--- src/sv/csv_line_tokenizer_unit_macros.svh ---
// ----------------------------------------------------------------------------
// CSV line tokenizer assertion macros
// Shared concurrent assertion helpers, clocked on clk and disabled in reset.
// ----------------------------------------------------------------------------
`ifndef CSV_LINE_TOKENIZER_UNIT_MACROS_SVH
`define CSV_LINE_TOKENIZER_UNIT_MACROS_SVH

`ifndef ASSERT_OFF
// Consequent must hold in the same cycle as the antecedent.
`define CSVT_ASSERT_IMPL(label, ante, cons) \
  label: assert property (@(posedge clk) disable iff (!rst_n) (ante) |-> (cons)) \
    else $error("assertion failed");
// Condition must never be true outside reset.
`define CSVT_ASSERT_NEVER(label, cond) \
  label: assert property (@(posedge clk) disable iff (!rst_n) !(cond)) \
    else $error("assertion failed");
`else
`define CSVT_ASSERT_IMPL(label, ante, cons)
`define CSVT_ASSERT_NEVER(label, cond)
`endif

`endif

--- src/sv/csvt_pkg.sv ---
// ----------------------------------------------------------------------------
// CSV tokenizer package
// Constants, codes and transaction types shared by the tokenizer modules.
// ----------------------------------------------------------------------------
package csvt_pkg;

  localparam int HOLD_DEPTH  = 16;
  localparam int MAX_FIELDS  = 64;
  localparam int FIELD_W     = 6;
  localparam int FIELD_LIMIT = ((MAX_FIELDS - 1) > 63) ? 63 : (MAX_FIELDS - 1);
  localparam int HOLD_W      = $clog2(HOLD_DEPTH + 1);

  localparam int QDEPTH = 4;
  localparam int QPTR_W = $clog2(QDEPTH);
  localparam int QCNT_W = $clog2(QDEPTH + 1);

  localparam int SEP_W  = 7;
  localparam int CNT_W  = 3;
  localparam int ADDR_W = 5;
  localparam int DATA_W = 32;

  localparam logic [7:0] QUOTE_CH  = 8'h22;
  localparam logic [7:0] SPACE_CH  = 8'h20;
  localparam logic [7:0] TAB_CH    = 8'h09;
  localparam logic [7:0] LF_CH     = 8'h0a;
  localparam logic [7:0] CR_CH     = 8'h0d;
  localparam logic [7:0] TOP_LEGAL = 8'h7e;

  typedef enum logic [1:0] {
    KIND_DATA   = 2'd0,
    KIND_FIELD  = 2'd1,
    KIND_RECORD = 2'd2,
    KIND_ERROR  = 2'd3
  } kind_t;

  typedef enum logic [2:0] {
    ACT_NONE,
    ACT_QUOTE,
    ACT_DATA,
    ACT_FIELD,
    ACT_RECORD,
    ACT_ERROR
  } act_t;

  typedef enum logic [2:0] {
    REG_SEP_FIRST  = 3'd0,
    REG_SEP_SECOND = 3'd1,
    REG_SEP_THIRD  = 3'd2,
    REG_SEP_FOURTH = 3'd3,
    REG_SEP_COUNT  = 3'd4
  } reg_idx_t;

  typedef struct packed {
    logic [SEP_W-1:0] first;
    logic [SEP_W-1:0] second;
    logic [SEP_W-1:0] third;
    logic [SEP_W-1:0] fourth;
    logic [CNT_W-1:0] count;
  } sep_cfg_t;

  // One entry per input byte that yields results: flush spaces, then one result.
  typedef struct packed {
    logic [7:0]         data;
    kind_t              kind;
    logic [FIELD_W-1:0] fidx;
    logic               hdr;
    logic               ovf;
    logic [HOLD_W-1:0]  flush;
  } cmd_t;

endpackage

--- src/sv/csvt_front.sv ---
// ----------------------------------------------------------------------------
// CSV tokenizer front end
// Accepts text bytes, tracks line state and queues at most one command per byte.
// ----------------------------------------------------------------------------
module csvt_front import csvt_pkg::*; (
  input  logic     clk,
  input  logic     rst_n,
  input  logic     in_valid,
  input  logic     [7:0] in_byte,
  output logic     in_stall,
  input  sep_cfg_t sep_cfg,
  input  logic     q_full,
  output logic     q_push,
  output cmd_t     q_cmd
);

  logic               sb_r, sb_nxt;
  logic               iq_r, iq_nxt;
  logic               id_r, id_nxt;
  logic               qp_r, qp_nxt;
  logic               ts_r, ts_nxt;
  logic               hd_r, hd_nxt;
  logic [HOLD_W-1:0]  held_r, held_nxt;
  logic [FIELD_W-1:0] fc_r, fc_nxt;

  logic       accept;
  logic       toggle_q, toggle_d, iq_eff;
  logic       is_blank, is_crlf, is_sep;
  logic [2:0] cnt_eff;
  act_t       act;
  logic       emit;

  assign in_stall = q_full;
  assign accept   = in_valid && !q_full;
  assign q_push   = accept && emit;

  always_comb begin
    cnt_eff  = (sep_cfg.count > 3'd4) ? 3'd4 : sep_cfg.count;
    is_sep   = (cnt_eff >= 3'd1 && in_byte == {1'b0, sep_cfg.first})  ||
               (cnt_eff >= 3'd2 && in_byte == {1'b0, sep_cfg.second}) ||
               (cnt_eff >= 3'd3 && in_byte == {1'b0, sep_cfg.third})  ||
               (cnt_eff >= 3'd4 && in_byte == {1'b0, sep_cfg.fourth});
    is_crlf  = (in_byte == LF_CH) || (in_byte == CR_CH);
    is_blank = (in_byte == SPACE_CH) || (in_byte == TAB_CH) || is_crlf;
    toggle_d = qp_r && (in_byte == QUOTE_CH);
    toggle_q = qp_r && (in_byte != QUOTE_CH);
    iq_eff   = iq_r ^ toggle_q;

    // Classify the byte against the current line state.
    if (toggle_d) begin
      act = ACT_DATA;
    end else if (in_byte > TOP_LEGAL) begin
      act = ACT_ERROR;
    end else if (sb_r && is_blank) begin
      act = ACT_NONE;
    end else if (in_byte == QUOTE_CH) begin
      act = ACT_QUOTE;
    end else if (!is_crlf) begin
      act = (is_sep && !iq_eff && !id_r) ? ACT_FIELD : ACT_DATA;
    end else if (!iq_eff || id_r) begin
      act = ACT_RECORD;
    end else begin
      act = ACT_DATA;
    end
  end

  always_comb begin
    sb_nxt   = sb_r;
    iq_nxt   = iq_r;
    id_nxt   = id_r;
    qp_nxt   = qp_r;
    ts_nxt   = ts_r;
    hd_nxt   = hd_r;
    held_nxt = held_r;
    fc_nxt   = fc_r;
    emit     = 1'b0;
    q_cmd.data  = 8'h00;
    q_cmd.kind  = KIND_DATA;
    q_cmd.fidx  = fc_r;
    q_cmd.hdr   = !hd_r;
    q_cmd.ovf   = 1'b0;
    q_cmd.flush = '0;

    case (act)
      ACT_NONE: begin
      end
      ACT_QUOTE: begin
        sb_nxt = 1'b0;
        iq_nxt = iq_eff;
        qp_nxt = 1'b1;
      end
      ACT_DATA: begin
        sb_nxt = 1'b0;
        iq_nxt = iq_eff;
        id_nxt = id_r ^ toggle_d;
        qp_nxt = 1'b0;
        if (in_byte == SPACE_CH) begin
          // Spaces inside a token are held back until a non-space follows or the hold overflows.
          if (ts_r) begin
            if (held_r < HOLD_W'(HOLD_DEPTH)) begin
              held_nxt = held_r + 1'b1;
            end else begin
              emit        = 1'b1;
              q_cmd.data  = SPACE_CH;
              q_cmd.ovf   = 1'b1;
              q_cmd.flush = held_r;
              held_nxt    = '0;
            end
          end
        end else begin
          emit        = 1'b1;
          q_cmd.data  = in_byte;
          q_cmd.flush = held_r;
          held_nxt    = '0;
          ts_nxt      = 1'b1;
        end
      end
      ACT_FIELD: begin
        emit       = 1'b1;
        q_cmd.kind = KIND_FIELD;
        iq_nxt     = iq_eff;
        qp_nxt     = 1'b0;
        held_nxt   = '0;
        ts_nxt     = 1'b0;
        sb_nxt     = 1'b1;
        if (fc_r < FIELD_W'(FIELD_LIMIT)) begin
          fc_nxt = fc_r + 1'b1;
        end
      end
      ACT_RECORD, ACT_ERROR: begin
        emit       = 1'b1;
        q_cmd.kind = (act == ACT_RECORD) ? KIND_RECORD : KIND_ERROR;
        sb_nxt     = 1'b1;
        iq_nxt     = 1'b0;
        id_nxt     = 1'b0;
        qp_nxt     = 1'b0;
        ts_nxt     = 1'b0;
        held_nxt   = '0;
        fc_nxt     = '0;
        if (act == ACT_RECORD) begin
          hd_nxt = 1'b1;
        end
      end
      default: begin
      end
    endcase
  end

  always_ff @(posedge clk) begin
    if (!rst_n) begin
      sb_r   <= 1'b1;
      iq_r   <= 1'b0;
      id_r   <= 1'b0;
      qp_r   <= 1'b0;
      ts_r   <= 1'b0;
      hd_r   <= 1'b0;
      held_r <= '0;
      fc_r   <= '0;
    end else if (accept) begin
      sb_r   <= sb_nxt;
      iq_r   <= iq_nxt;
      id_r   <= id_nxt;
      qp_r   <= qp_nxt;
      ts_r   <= ts_nxt;
      hd_r   <= hd_nxt;
      held_r <= held_nxt;
      fc_r   <= fc_nxt;
    end
  end

endmodule

--- src/sv/csvt_queue.sv ---
// ----------------------------------------------------------------------------
// CSV tokenizer command queue
// Small FIFO that decouples the front end from the result sequencer.
// ----------------------------------------------------------------------------
module csvt_queue import csvt_pkg::*; (
  input  logic clk,
  input  logic rst_n,
  input  logic push,
  input  cmd_t din,
  output logic full,
  input  logic pop,
  output logic valid,
  output cmd_t dout
);

  cmd_t              mem_r [QDEPTH];
  logic [QPTR_W-1:0] wr_r, wr_nxt;
  logic [QPTR_W-1:0] rd_r, rd_nxt;
  logic [QCNT_W-1:0] cnt_r, cnt_nxt;

  assign full  = (cnt_r == QCNT_W'(QDEPTH));
  assign valid = (cnt_r != '0);
  assign dout  = mem_r[rd_r];

  always_comb begin
    wr_nxt  = wr_r;
    rd_nxt  = rd_r;
    cnt_nxt = cnt_r;
    if (push) begin
      wr_nxt = (wr_r == QPTR_W'(QDEPTH - 1)) ? '0 : wr_r + 1'b1;
    end
    if (pop) begin
      rd_nxt = (rd_r == QPTR_W'(QDEPTH - 1)) ? '0 : rd_r + 1'b1;
    end
    if (push && !pop) begin
      cnt_nxt = cnt_r + 1'b1;
    end else if (pop && !push) begin
      cnt_nxt = cnt_r - 1'b1;
    end
  end

  always_ff @(posedge clk) begin
    if (!rst_n) begin
      wr_r  <= '0;
      rd_r  <= '0;
      cnt_r <= '0;
    end else begin
      wr_r  <= wr_nxt;
      rd_r  <= rd_nxt;
      cnt_r <= cnt_nxt;
    end
  end

  always_ff @(posedge clk) begin
    if (push) begin
      mem_r[wr_r] <= din;
    end
  end

endmodule

--- src/sv/csvt_back.sv ---
// ----------------------------------------------------------------------------
// CSV tokenizer result sequencer
// Expands each queued command into held spaces plus a final result.
// ----------------------------------------------------------------------------
module csvt_back import csvt_pkg::*; (
  input  logic               clk,
  input  logic               rst_n,
  input  logic               q_valid,
  input  cmd_t               q_cmd,
  output logic               q_pop,
  output logic               out_valid,
  input  logic               out_stall,
  output logic [7:0]         out_byte,
  output logic [1:0]         out_kind,
  output logic [FIELD_W-1:0] out_field_index,
  output logic               out_is_header,
  output logic               out_trim_overflow,
  output logic               out_last
);

  logic               valid_r, valid_nxt;
  logic [HOLD_W-1:0]  sp_r, sp_nxt;
  logic [7:0]         byte_r, byte_nxt;
  kind_t              kind_r, kind_nxt;
  logic [FIELD_W-1:0] fidx_r, fidx_nxt;
  logic               hdr_r, hdr_nxt;
  logic               ovf_r, ovf_nxt;
  logic               last_r, last_nxt;
  logic               load;

  assign load = !valid_r || !out_stall;

  always_comb begin
    valid_nxt = valid_r;
    sp_nxt    = sp_r;
    byte_nxt  = byte_r;
    kind_nxt  = kind_r;
    fidx_nxt  = fidx_r;
    hdr_nxt   = hdr_r;
    ovf_nxt   = ovf_r;
    last_nxt  = last_r;
    q_pop     = 1'b0;
    if (load) begin
      valid_nxt = q_valid;
      if (q_valid) begin
        fidx_nxt = q_cmd.fidx;
        hdr_nxt  = q_cmd.hdr;
        ovf_nxt  = q_cmd.ovf;
        if (sp_r != q_cmd.flush) begin
          // Held whitespace is always spaces, so only a count is kept.
          byte_nxt = SPACE_CH;
          kind_nxt = KIND_DATA;
          last_nxt = 1'b0;
          sp_nxt   = sp_r + 1'b1;
        end else begin
          byte_nxt = q_cmd.data;
          kind_nxt = q_cmd.kind;
          last_nxt = 1'b1;
          sp_nxt   = '0;
          q_pop    = 1'b1;
        end
      end
    end
  end

  always_ff @(posedge clk) begin
    if (!rst_n) begin
      valid_r <= 1'b0;
      sp_r    <= '0;
    end else begin
      valid_r <= valid_nxt;
      sp_r    <= sp_nxt;
    end
  end

  always_ff @(posedge clk) begin
    byte_r <= byte_nxt;
    kind_r <= kind_nxt;
    fidx_r <= fidx_nxt;
    hdr_r  <= hdr_nxt;
    ovf_r  <= ovf_nxt;
    last_r <= last_nxt;
  end

  assign out_valid         = valid_r;
  assign out_byte          = byte_r;
  assign out_kind          = kind_r;
  assign out_field_index   = fidx_r;
  assign out_is_header     = hdr_r;
  assign out_trim_overflow = ovf_r;
  assign out_last          = last_r;

endmodule

--- src/sv/csv_line_tokenizer_unit.sv ---
// ----------------------------------------------------------------------------
// CSV line tokenizer
// Splits a byte stream into field data, field ends and record ends.
// ----------------------------------------------------------------------------
// Input channel: one text byte per transaction on in_byte (in_valid/in_stall).
// Result channel: out_* fields, out_last marks the final result of a byte.
// A byte yields no result (skipped blanks, held spaces, quotes), one result,
// or a run of held spaces followed by the byte itself, at most 17 results.
// Each byte's results pass through the command queue and the result register,
// which then delivers one result per cycle while out_stall is low.
// Bytes are taken at one per cycle as long as the four-entry command queue
// has room, so a byte that releases N held spaces yields N+1 results and
// the front end waits only once the queue fills up.
// When the receiver stalls, the current result holds and the queue fills;
// in_stall then rises until an entry has drained.
// Separators are set through the APB port (registers at byte addresses 0,
// 4, 8, 12 and the active count at 16); write them only while idle.
// Synchronous reset restores the default comma separator, clears the line
// state and the header flag, and empties the queue and result register.
// ----------------------------------------------------------------------------
`include "csv_line_tokenizer_unit_macros.svh"

module csv_line_tokenizer_unit import csvt_pkg::*; (
  input  logic               clk,
  input  logic               rst_n,
  input  logic               in_valid,
  output logic               in_stall,
  input  logic [7:0]         in_byte,
  output logic               out_valid,
  input  logic               out_stall,
  output logic [7:0]         out_byte,
  output logic [1:0]         out_kind,
  output logic [FIELD_W-1:0] out_field_index,
  output logic               out_is_header,
  output logic               out_trim_overflow,
  output logic               out_last,
  input  logic               psel,
  input  logic               penable,
  input  logic               pwrite,
  input  logic [ADDR_W-1:0]  paddr,
  input  logic [DATA_W-1:0]  pwdata,
  output logic [DATA_W-1:0]  prdata,
  output logic               pready
);

  sep_cfg_t sep_r, sep_nxt;
  reg_idx_t reg_idx;
  logic     cfg_wr;

  logic q_push, q_pop, q_full, q_valid;
  cmd_t q_din, q_dout;

  assign pready  = 1'b1;
  assign cfg_wr  = psel && penable && pwrite;
  assign reg_idx = reg_idx_t'(paddr[ADDR_W-1:2]);

  always_comb begin
    sep_nxt = sep_r;
    if (cfg_wr) begin
      case (reg_idx)
        REG_SEP_FIRST:  sep_nxt.first  = pwdata[SEP_W-1:0];
        REG_SEP_SECOND: sep_nxt.second = pwdata[SEP_W-1:0];
        REG_SEP_THIRD:  sep_nxt.third  = pwdata[SEP_W-1:0];
        REG_SEP_FOURTH: sep_nxt.fourth = pwdata[SEP_W-1:0];
        REG_SEP_COUNT:  sep_nxt.count  = pwdata[CNT_W-1:0];
        default: begin
        end
      endcase
    end
  end

  always_comb begin
    case (reg_idx)
      REG_SEP_FIRST:  prdata = DATA_W'(sep_r.first);
      REG_SEP_SECOND: prdata = DATA_W'(sep_r.second);
      REG_SEP_THIRD:  prdata = DATA_W'(sep_r.third);
      REG_SEP_FOURTH: prdata = DATA_W'(sep_r.fourth);
      REG_SEP_COUNT:  prdata = DATA_W'(sep_r.count);
      default:        prdata = '0;
    endcase
  end

  always_ff @(posedge clk) begin
    if (!rst_n) begin
      sep_r.first  <= SEP_W'(44);
      sep_r.second <= '0;
      sep_r.third  <= '0;
      sep_r.fourth <= '0;
      sep_r.count  <= CNT_W'(1);
    end else begin
      sep_r <= sep_nxt;
    end
  end

  csvt_front u_front (
    .clk      (clk),
    .rst_n    (rst_n),
    .in_valid (in_valid),
    .in_byte  (in_byte),
    .in_stall (in_stall),
    .sep_cfg  (sep_r),
    .q_full   (q_full),
    .q_push   (q_push),
    .q_cmd    (q_din)
  );

  csvt_queue u_queue (
    .clk   (clk),
    .rst_n (rst_n),
    .push  (q_push),
    .din   (q_din),
    .full  (q_full),
    .pop   (q_pop),
    .valid (q_valid),
    .dout  (q_dout)
  );

  csvt_back u_back (
    .clk               (clk),
    .rst_n             (rst_n),
    .q_valid           (q_valid),
    .q_cmd             (q_dout),
    .q_pop             (q_pop),
    .out_valid         (out_valid),
    .out_stall         (out_stall),
    .out_byte          (out_byte),
    .out_kind          (out_kind),
    .out_field_index   (out_field_index),
    .out_is_header     (out_is_header),
    .out_trim_overflow (out_trim_overflow),
    .out_last          (out_last)
  );

  // The queue must never be written while it is full.
  `CSVT_ASSERT_NEVER(a_queue_no_overrun, q_push && q_full)
  // Every result that is not the last of its byte is a released space.
  `CSVT_ASSERT_IMPL(a_flush_is_space, out_valid && !out_last,
                    out_kind == KIND_DATA && out_byte == SPACE_CH)
  // Field ends, record ends and errors always close their byte.
  `CSVT_ASSERT_IMPL(a_ctrl_is_last, out_valid && out_kind != KIND_DATA, out_last)

endmodule

--- config.mk ---
export PLATFORM = sky130hd
export DESIGN_NAME = csv_line_tokenizer_unit
export DESIGN_NICKNAME = d
export VERILOG_FILES = /design/src/sv/csvt_pkg.sv /design/src/sv/csvt_front.sv /design/src/sv/csvt_queue.sv /design/src/sv/csvt_back.sv /design/src/sv/csv_line_tokenizer_unit.sv
export VERILOG_INCLUDE_DIRS = /design/src /design/src/sv
export SDC_FILE = /design/constraint.sdc
export NUM_CORES = 1
export LEC_CHECK = 0
export BUFFER_PORTS_ARGS = -buffer_cell sky130_fd_sc_hd__buf_2
export CAP_MARGIN = 20
export CORE_UTILIZATION = 60
export CTS_CLUSTER_DIAMETER = 60
export DETAILED_ROUTE_END_ITERATION = 8
export GPL_ROUTABILITY_DRIVEN = 0
export PLACE_DENSITY = 0.84
export SYNTH_ARGS = -nofsm -noshare
export SYNTH_HDL_FRONTEND = slang
export SYNTH_SLANG_ARGS = --single-unit
--- constraint.sdc ---
create_clock -name clk -period 6.7 [get_ports clk]
set_clock_uncertainty 0.15 [all_clocks]
set_input_delay 1.005 -clock clk [delete_from_list [all_inputs] [get_ports clk]]
set_output_delay 1.005 -clock clk [all_outputs]
set_load 0.005 [all_outputs]
* After elaboration in Yosys (flattened, before gate mapping) *
Memories as Yosys holds them, arrays and structs flattened. A register that Yosys moved wholly into a read port is not among the register bits.
Index checks and enable logic that the tools add are counted.

cells by class
  add/subtract/negate cells = 7
  $mul = 0
  divide/modulo/power cells = 0
  magnitude comparators = 8
  eq/ne operators = 26
  shift operators = 0
  mux-type cells = 48
  bitwise gates (word level) = 2
  reduce and logical (&&, ||, !) cells = 59

operators by type and width
  operator                                                       count
  case mux 7 bit (5 select lines)                                1
  == test 8 x 7 -> 1 bit                                         4
  two-way mux 6 bit                                              5
  two-way mux 3 bit                                              9
  two-way mux 5 bit                                              5
  == test 8 x 4 -> 1 bit, second input constant                  3
  two-way mux 8 bit                                              3
  AND reduction 2 bit                                            10
  == test 8 x 6 -> 1 bit, second input constant                  2
  logical AND 1 bit                                              15
  nonzero test 2 bit                                             7
  == test 3 x 2 -> 1 bit, second input constant                  4
  == test 3 bit, second input constant                           4
  two-way mux 1 bit                                              12
  case mux 1 bit (2 select lines)                                6
  case mux 6 bit (2 select lines)                                1
  AND reduction 3 bit                                            4
  adder 5 x 1 -> 5 bit, second input constant                    2
  case mux 5 bit (2 select lines)                                1
  greater-than comparator 8 x 7 -> 1 bit, second input constant  1
  logical NOT 1 bit                                              8
  logical OR 1 bit                                               8
  two-way mux 2 bit                                              4
  != test 8 x 6 -> 1 bit, second input constant                  1
  other kinds (23)                                               30

word-level totals
  bits in registers = 80
  latch bits = 0
  bits in writable memories = 92
  ROM bits = 0
  input port bits = 52
  memories = 1

memory list
  memory         words  width  read ports  clocked after Yosys merged registers in  write ports  RTL line          RTL
  u_queue.mem_r  4      23     1           1                                        1            csvt_queue.sv:16  cmd_t mem_r [QDEPTH];

* Longest topological paths before layout *
  word-level depth = 23
  mapped depth = 15
  depth with buffers taken out = 13

* By module *
From an unflattened synthesis, not the netlist that was laid out.

second synthesis, totals
  cell total of the unflattened synthesis = 616
  area, all modules = 8,129.0 um2

by module, submodules not included
  module                   instances  cells an instance  area an instance (um2)  sequential area each (um2)
  csvt_queue               1          164                3,812.4                 2,942.8
  csv_line_tokenizer_unit  1          174                1,700.4                 620.6
  csvt_front               1          208                1,625.3                 340.3
  csvt_back                1          70                 991.0                   690.7

* Worst setup path after synthesis *
No wires, ideal clock.

  kind = input port to flip-flop
  start = in in_byte[6]
  end = reg u_queue.cnt_r[2]
  arrival time = 4,129 ps
  setup slack = 2,350 ps
  stages = 14
  cells stage by stage = buf_2 or3_1 buf_6 or4_4 a21oi_4 o211ai_4 o21ai_2 o2bb2ai_2 ha_1 inv_1 fa_1 xor2_1 or3_1 a21oi_1

between the ends
  cells in the longest elaborated chain, start to end = 20
  elaborated cells between the ends (all ways) = 49
  those cells by class = 1 x order compare; 14 x eq/ne; 10 x mux; 1 x bitwise; 23 x reduce/logical

RTL lines
  what                                                     RTL line                            RTL
  start, declared                                          csv_line_tokenizer_unit.sv:28       input logic [7:0] in_byte,
  == test 8 x 7 -> 1 bit, on equally long branches         csvt_front.sv:39, csvt_front.sv:40
  logical AND 1 bit, on equally long branches              csvt_front.sv:39, csvt_front.sv:40
  logical OR 1 bit                                         csvt_front.sv:39                    is_sep = (cnt_eff >= 3'd1 && in_byte == {1'b0, sep_cfg.first}) ||
  logical OR 1 bit                                         csvt_front.sv:40                    (cnt_eff >= 3'd2 && in_byte == {1'b0, sep_cfg.second}) ||
  logical OR 1 bit                                         csvt_front.sv:41                    (cnt_eff >= 3'd3 && in_byte == {1'b0, sep_cfg.third}) ||
  logical AND 1 bit (2 in series)                          csvt_front.sv:59                    act = (is_sep && !iq_eff && !id_r) ? ACT_FIELD : ACT_DATA;
  two-way mux 1 bit                                        csvt_front.sv:59
  two-way mux 3 bit                                        csvt_front.sv:58                    end else if (!is_crlf) begin
  [4 not listed]                                           n/a
  == test 3 x 2 -> 1 bit or == test 3 bit (tied branches)  csvt_front.sv:84                    case (act)
  OR reduction 3 bit (no line)                             n/a
  case mux 1 bit (2 select lines) *                        csvt_front.sv:84
  logical AND 1 bit *                                      csvt_front.sv:35                    assign q_push = accept && emit;
  named net q_push                                         csv_line_tokenizer_unit.sv:50       logic q_push, q_pop, q_full, q_valid;
  logical NOT 1 bit                                        csvt_queue.sv:37                    end else if (pop && !push) begin
  logical AND 1 bit                                        csvt_queue.sv:37
  nonzero test 2 bit (no line)                             n/a
  end signal, assigned                                     csvt_queue.sv:50                    cnt_r <= cnt_nxt;
  end, declared                                            csvt_queue.sv:19                    logic [QCNT_W-1:0] cnt_r, cnt_nxt;

Mark *: on every way through the listed nets, which the timed path passes. The rest lies on a longest branch.
A chain may end at the register's enable or synchronous reset.

* Worst setup path after layout *
  start = in in_byte[4]
  end = reg u_queue.cnt_r[2]

Same word-level chain as after synthesis.

==> flow_results.xml <==
<?xml version="1.0" encoding="UTF-8"?>
<metrics>
  <group name="outcome">
    <metric name="result_of_the_run" unit="">finished clean</metric>
  </group>
  <group name="clock_network">
    <metric name="cts_tree" unit="">done</metric>
    <metric name="htree_num_levels" unit="">4</metric>
    <metric name="post_cts.resized_instances" unit="">0</metric>
    <metric name="ctsRootBufferMaster" unit="">clkbuf_16</metric>
    <metric name="cts.sink_count" unit="">174</metric>
    <metric name="cts.reportedPaths.clkPinSlew" unit="ns">0.06</metric>
    <metric name="clk-insertion-delay-late" unit="ns">0.43</metric>
    <metric name="tritoncts_buffer_count" unit="">17</metric>
    <metric name="clock_path_buffers" unit="">2</metric>
    <metric name="cts_hold_buf" unit="">0</metric>
    <metric name="total_setup_buffers_inserted_after_cts" unit="">0</metric>
  </group>
  <group name="setup_path">
    <metric name="worst-endpoint-arrival" unit="ns">4.80</metric>
    <metric name="worst_reg2reg_startpoint" unit="">sep_r[29]</metric>
    <metric name="setup.worst_path.class" unit="">input pin to flip-flop</metric>
    <metric name="r2r_slack" unit="ns">2.75</metric>
    <metric name="worst_setup_sp" unit="">in_byte[4]</metric>
    <metric name="path_max_fanout" unit="">14</metric>
    <metric name="startpoint_type" unit="">input pin</metric>
    <metric name="endpoint_kind" unit="">flip-flop</metric>
    <metric name="required" unit="ns">6.90</metric>
  </group>
  <group name="placed_design">
    <metric name="dp_slack" unit="ns">1.719</metric>
    <metric name="port-buffer-count" unit="">52</metric>
    <metric name="hpwlAfterDp" unit="mm">10.52</metric>
  </group>
  <group name="power">
    <metric name="clock_power_share" unit="">0.356</metric>
    <metric name="power.share.combinational" unit="">0.163</metric>
    <metric name="totalPowerFinal" unit="uW">2841</metric>
    <metric name="leakagePower" unit="uW">0.003291</metric>
    <metric name="switching_share" unit="">0.2645</metric>
    <metric name="p_int" unit="uW">2090</metric>
    <metric name="p_per_area" unit="nW/um^2">318.2</metric>
    <metric name="worst_ir_drop_vdd" unit="uV">165.9</metric>
    <metric name="power_frac_seq" unit="">0.481</metric>
    <metric name="net-switching-power" unit="uW">751.5</metric>
  </group>
  <group name="yosys">
    <metric name="syn_inst" unit="">611</metric>
    <metric name="yosys.cell_types.count" unit="">71</metric>
    <metric name="synthesis.area_per_instance" unit="um^2">13.09</metric>
    <metric name="dominantRegCellSynth" unit="">edfxtp_1</metric>
    <metric name="yosys_warnings" unit="">0</metric>
    <metric name="share_of_the_yosys_chip_area_belonging_to_registers" unit="">0.5745</metric>
    <metric name="syn_area" unit="um^2">7998</metric>
    <metric name="synth_edf_count" unit="">111</metric>
    <metric name="synthArstFlopShare" unit="">0</metric>
    <metric name="number_of_synthesized_register_bits" unit="">174</metric>
  </group>
  <group name="global_route">
    <metric name="grt.total_usage" unit="">0.2470</metric>
    <metric name="grt_pass1_vias" unit="">5047</metric>
    <metric name="grt-ovfl-total" unit="">0</metric>
    <metric name="initial_antenna_violation_count" unit="">0</metric>
    <metric name="maximum_number_of_pins_on_one_net_before_global_route_repair" unit="">36</metric>
    <metric name="grt_first_pass_wirelength" unit="mm">26.03</metric>
  </group>
  <group name="routing">
    <metric name="drtIter0Drc" unit="">574</metric>
    <metric name="via_per_inst" unit="">6.015</metric>
    <metric name="route.detailed.wl_per_inst" unit="um">19.05</metric>
    <metric name="drtPass1Iterations" unit="">6</metric>
    <metric name="final_antenna_violating_net_count" unit="">0</metric>
    <metric name="via_count" unit="">5107</metric>
    <metric name="drt-total-wl" unit="mm">16.18</metric>
    <metric name="drc" unit="">0</metric>
  </group>
  <group name="sta">
    <metric name="drv_slew" unit="">0</metric>
    <metric name="hold_slack" unit="ns">0.3314</metric>
    <metric name="setup_repair_after_global_routing_missed_its_margin" unit="">no</metric>
    <metric name="finalWorstPathRequiredPeriod" unit="ns">4.597</metric>
    <metric name="slew_headroom" unit="">0.3747</metric>
    <metric name="timing_hold_violations_final" unit="">0</metric>
    <metric name="final.setup.worst_slack" unit="ns">2.103</metric>
    <metric name="tightest_slew" unit="ns">0.9345</metric>
    <metric name="fin_setup_tns" unit="ns">0</metric>
    <metric name="setup_viol_count_final" unit="">0</metric>
    <metric name="final_period_utilization" unit="">0.6861</metric>
    <metric name="max_freq" unit="MHz">217.6</metric>
  </group>
  <group name="floorplanning">
    <metric name="coreArea" unit="um^2">12820</metric>
    <metric name="floorplan.die.width" unit="um">117.5</metric>
    <metric name="die-area" unit="um^2">13800</metric>
    <metric name="fp-row-count" unit="">41</metric>
    <metric name="initial_utilization" unit="">0.6236</metric>
    <metric name="io_pins" unit="">106</metric>
    <metric name="chipHeight" unit="um">117.5</metric>
  </group>
  <group name="layout">
    <metric name="syn2layout_area_growth" unit="%">11.66</metric>
    <metric name="final_layout_size_suffix_gt1_frac" unit="">0.2097</metric>
    <metric name="final_core_utilization" unit="">0.6963</metric>
    <metric name="antennaDiodeCount" unit="">0</metric>
    <metric name="layout.cells.most_common_list" unit="">111 x edfxtp_1, 63 x dfxtp_1, 52 x buf_2</metric>
    <metric name="most_common_cell_after_layout_fill_and_taps_aside" unit="">edfxtp_1</metric>
    <metric name="nNetsFinal" unit="">726</metric>
  </group>
  <group name="job">
    <metric name="cap_viol_max_count" unit="">0</metric>
  </group>
  <group name="worst_hold_path">
    <metric name="hold_removal_path_class" unit="">flip-flop to flip-flop</metric>
    <metric name="hold_start" unit="">u_back.out_valid</metric>
  </group>
</metrics>
## kinds of logic after synthesis
| group | synth area share |
|---|---|
| flops | 0.5745 |
| simple gates | 0.1227 |
| fa+ha+maj | 0.01658 |
| other cells | 0.0009390 |
| xor+xnor | 0.04490 |
| compound gates | 0.06978 |
| mux | 0.1216 |
| buf+inv | 0.04912 |
## synth_stat cells (all sizes together), types with 3 or more instances
master,n,share of area
and2,10,0.0078
nand4,7,0.0055
nand2b,9,0.0070
and3,5,0.0039
ha,9,0.014
clkbuf,15,0.0070
dfxtp,63,0.16
nand3,19,0.012
o21ai,9,0.0061
mux2,3,0.0042
edfxtp,111,0.42
a21oi,18,0.013
xnor2,12,0.013
buf,41,0.036
o31ai,4,0.0055
or3,5,0.0039
nor3,7,0.0050
o22ai,3,0.0023
a22oi,6,0.0056
nor2b,19,0.015
o311ai,3,0.0055
nor4,9,0.0078
nand2,27,0.013
xor2,29,0.032
nor2,51,0.024
a21o,3,0.0028
mux2i,33,0.041
and4,3,0.0033
inv,14,0.0066
mux4,27,0.076
or4,5,0.0052
## final timing paths
| path | cells after the start | to |
|---|---|---|
| max reg2reg | 12 | u_queue.cnt_r[2] |
| min reg2reg | 2 | u_back.out_valid |
| min | 2 | u_back.out_valid |
| max | 13 | u_queue.cnt_r[2] |
## per-stage QoR
stage | cell area (um^2) | instances
floorplan | 8103 | 639
global placement | 8315 | 816
detailed placement | 8315 | 816
CTS | 8922 | 848
global route | 8930 | 849
finish | 8930 | 849
## critical path: stages
cell       delay (ns)
buf_2            0.17
or3_1            0.52
or4_4            0.58
a21oi_4          0.23
o211ai_4         0.14
o21ai_2          0.51
o2bb2ai_2        0.31
ha_1             0.27
inv_1            0.06
fa_1             0.38
xor2_1           0.15
or3_1            0.31
a21oi_1          0.15
## sequential cells by signal (all words and copies together) (netlist names), 2 cells and up, named ones only
signal and count:
u_queue.mem_r 92, sep_r 31, u_back.out_byte 8, u_back.out_field_index 6
u_front.fc_r 6, u_back.sp_r 5, u_front.held_r 5, u_queue.cnt_r 3
u_back.out_kind 2, u_queue.rd_r 2, u_queue.wr_r 2
## power by group through the flow
stage | registers, uW | clock network (uW) | logic (uW)
final | 1370 | 1010 | 463
after global routing | 1380 | 1070 | 507
after CTS | 1370 | 1020 | 463
after detailed placement | 1390 | 0 | 453
after global placement | 1380 | 0 | 437
after floorplan | 1390 | 0 | 300
## layer usage
metal | vias to the layer above | global-route usage | wire length, um
met1 | 2485 | 0.3155 | 6545
met4 | 0 | 0.1290 | 532
met2 | 270 | 0.4046 | 7922
met5 | - | 0 | 0
li1 | 2308 | - | -
met3 | 44 | 0.04506 | 1175
## final cells by class
class,count,area [um^2]
fill,876,3895
sequential,174,4594
clock inverter,15,181.4
tap,172,215.2
timing repair buffer,62,335.3
inverter,14,52.55
multi-input combinational,395,3126
clock buffer,17,425.4
Note: power is estimated with default switching activity, not from simulation.
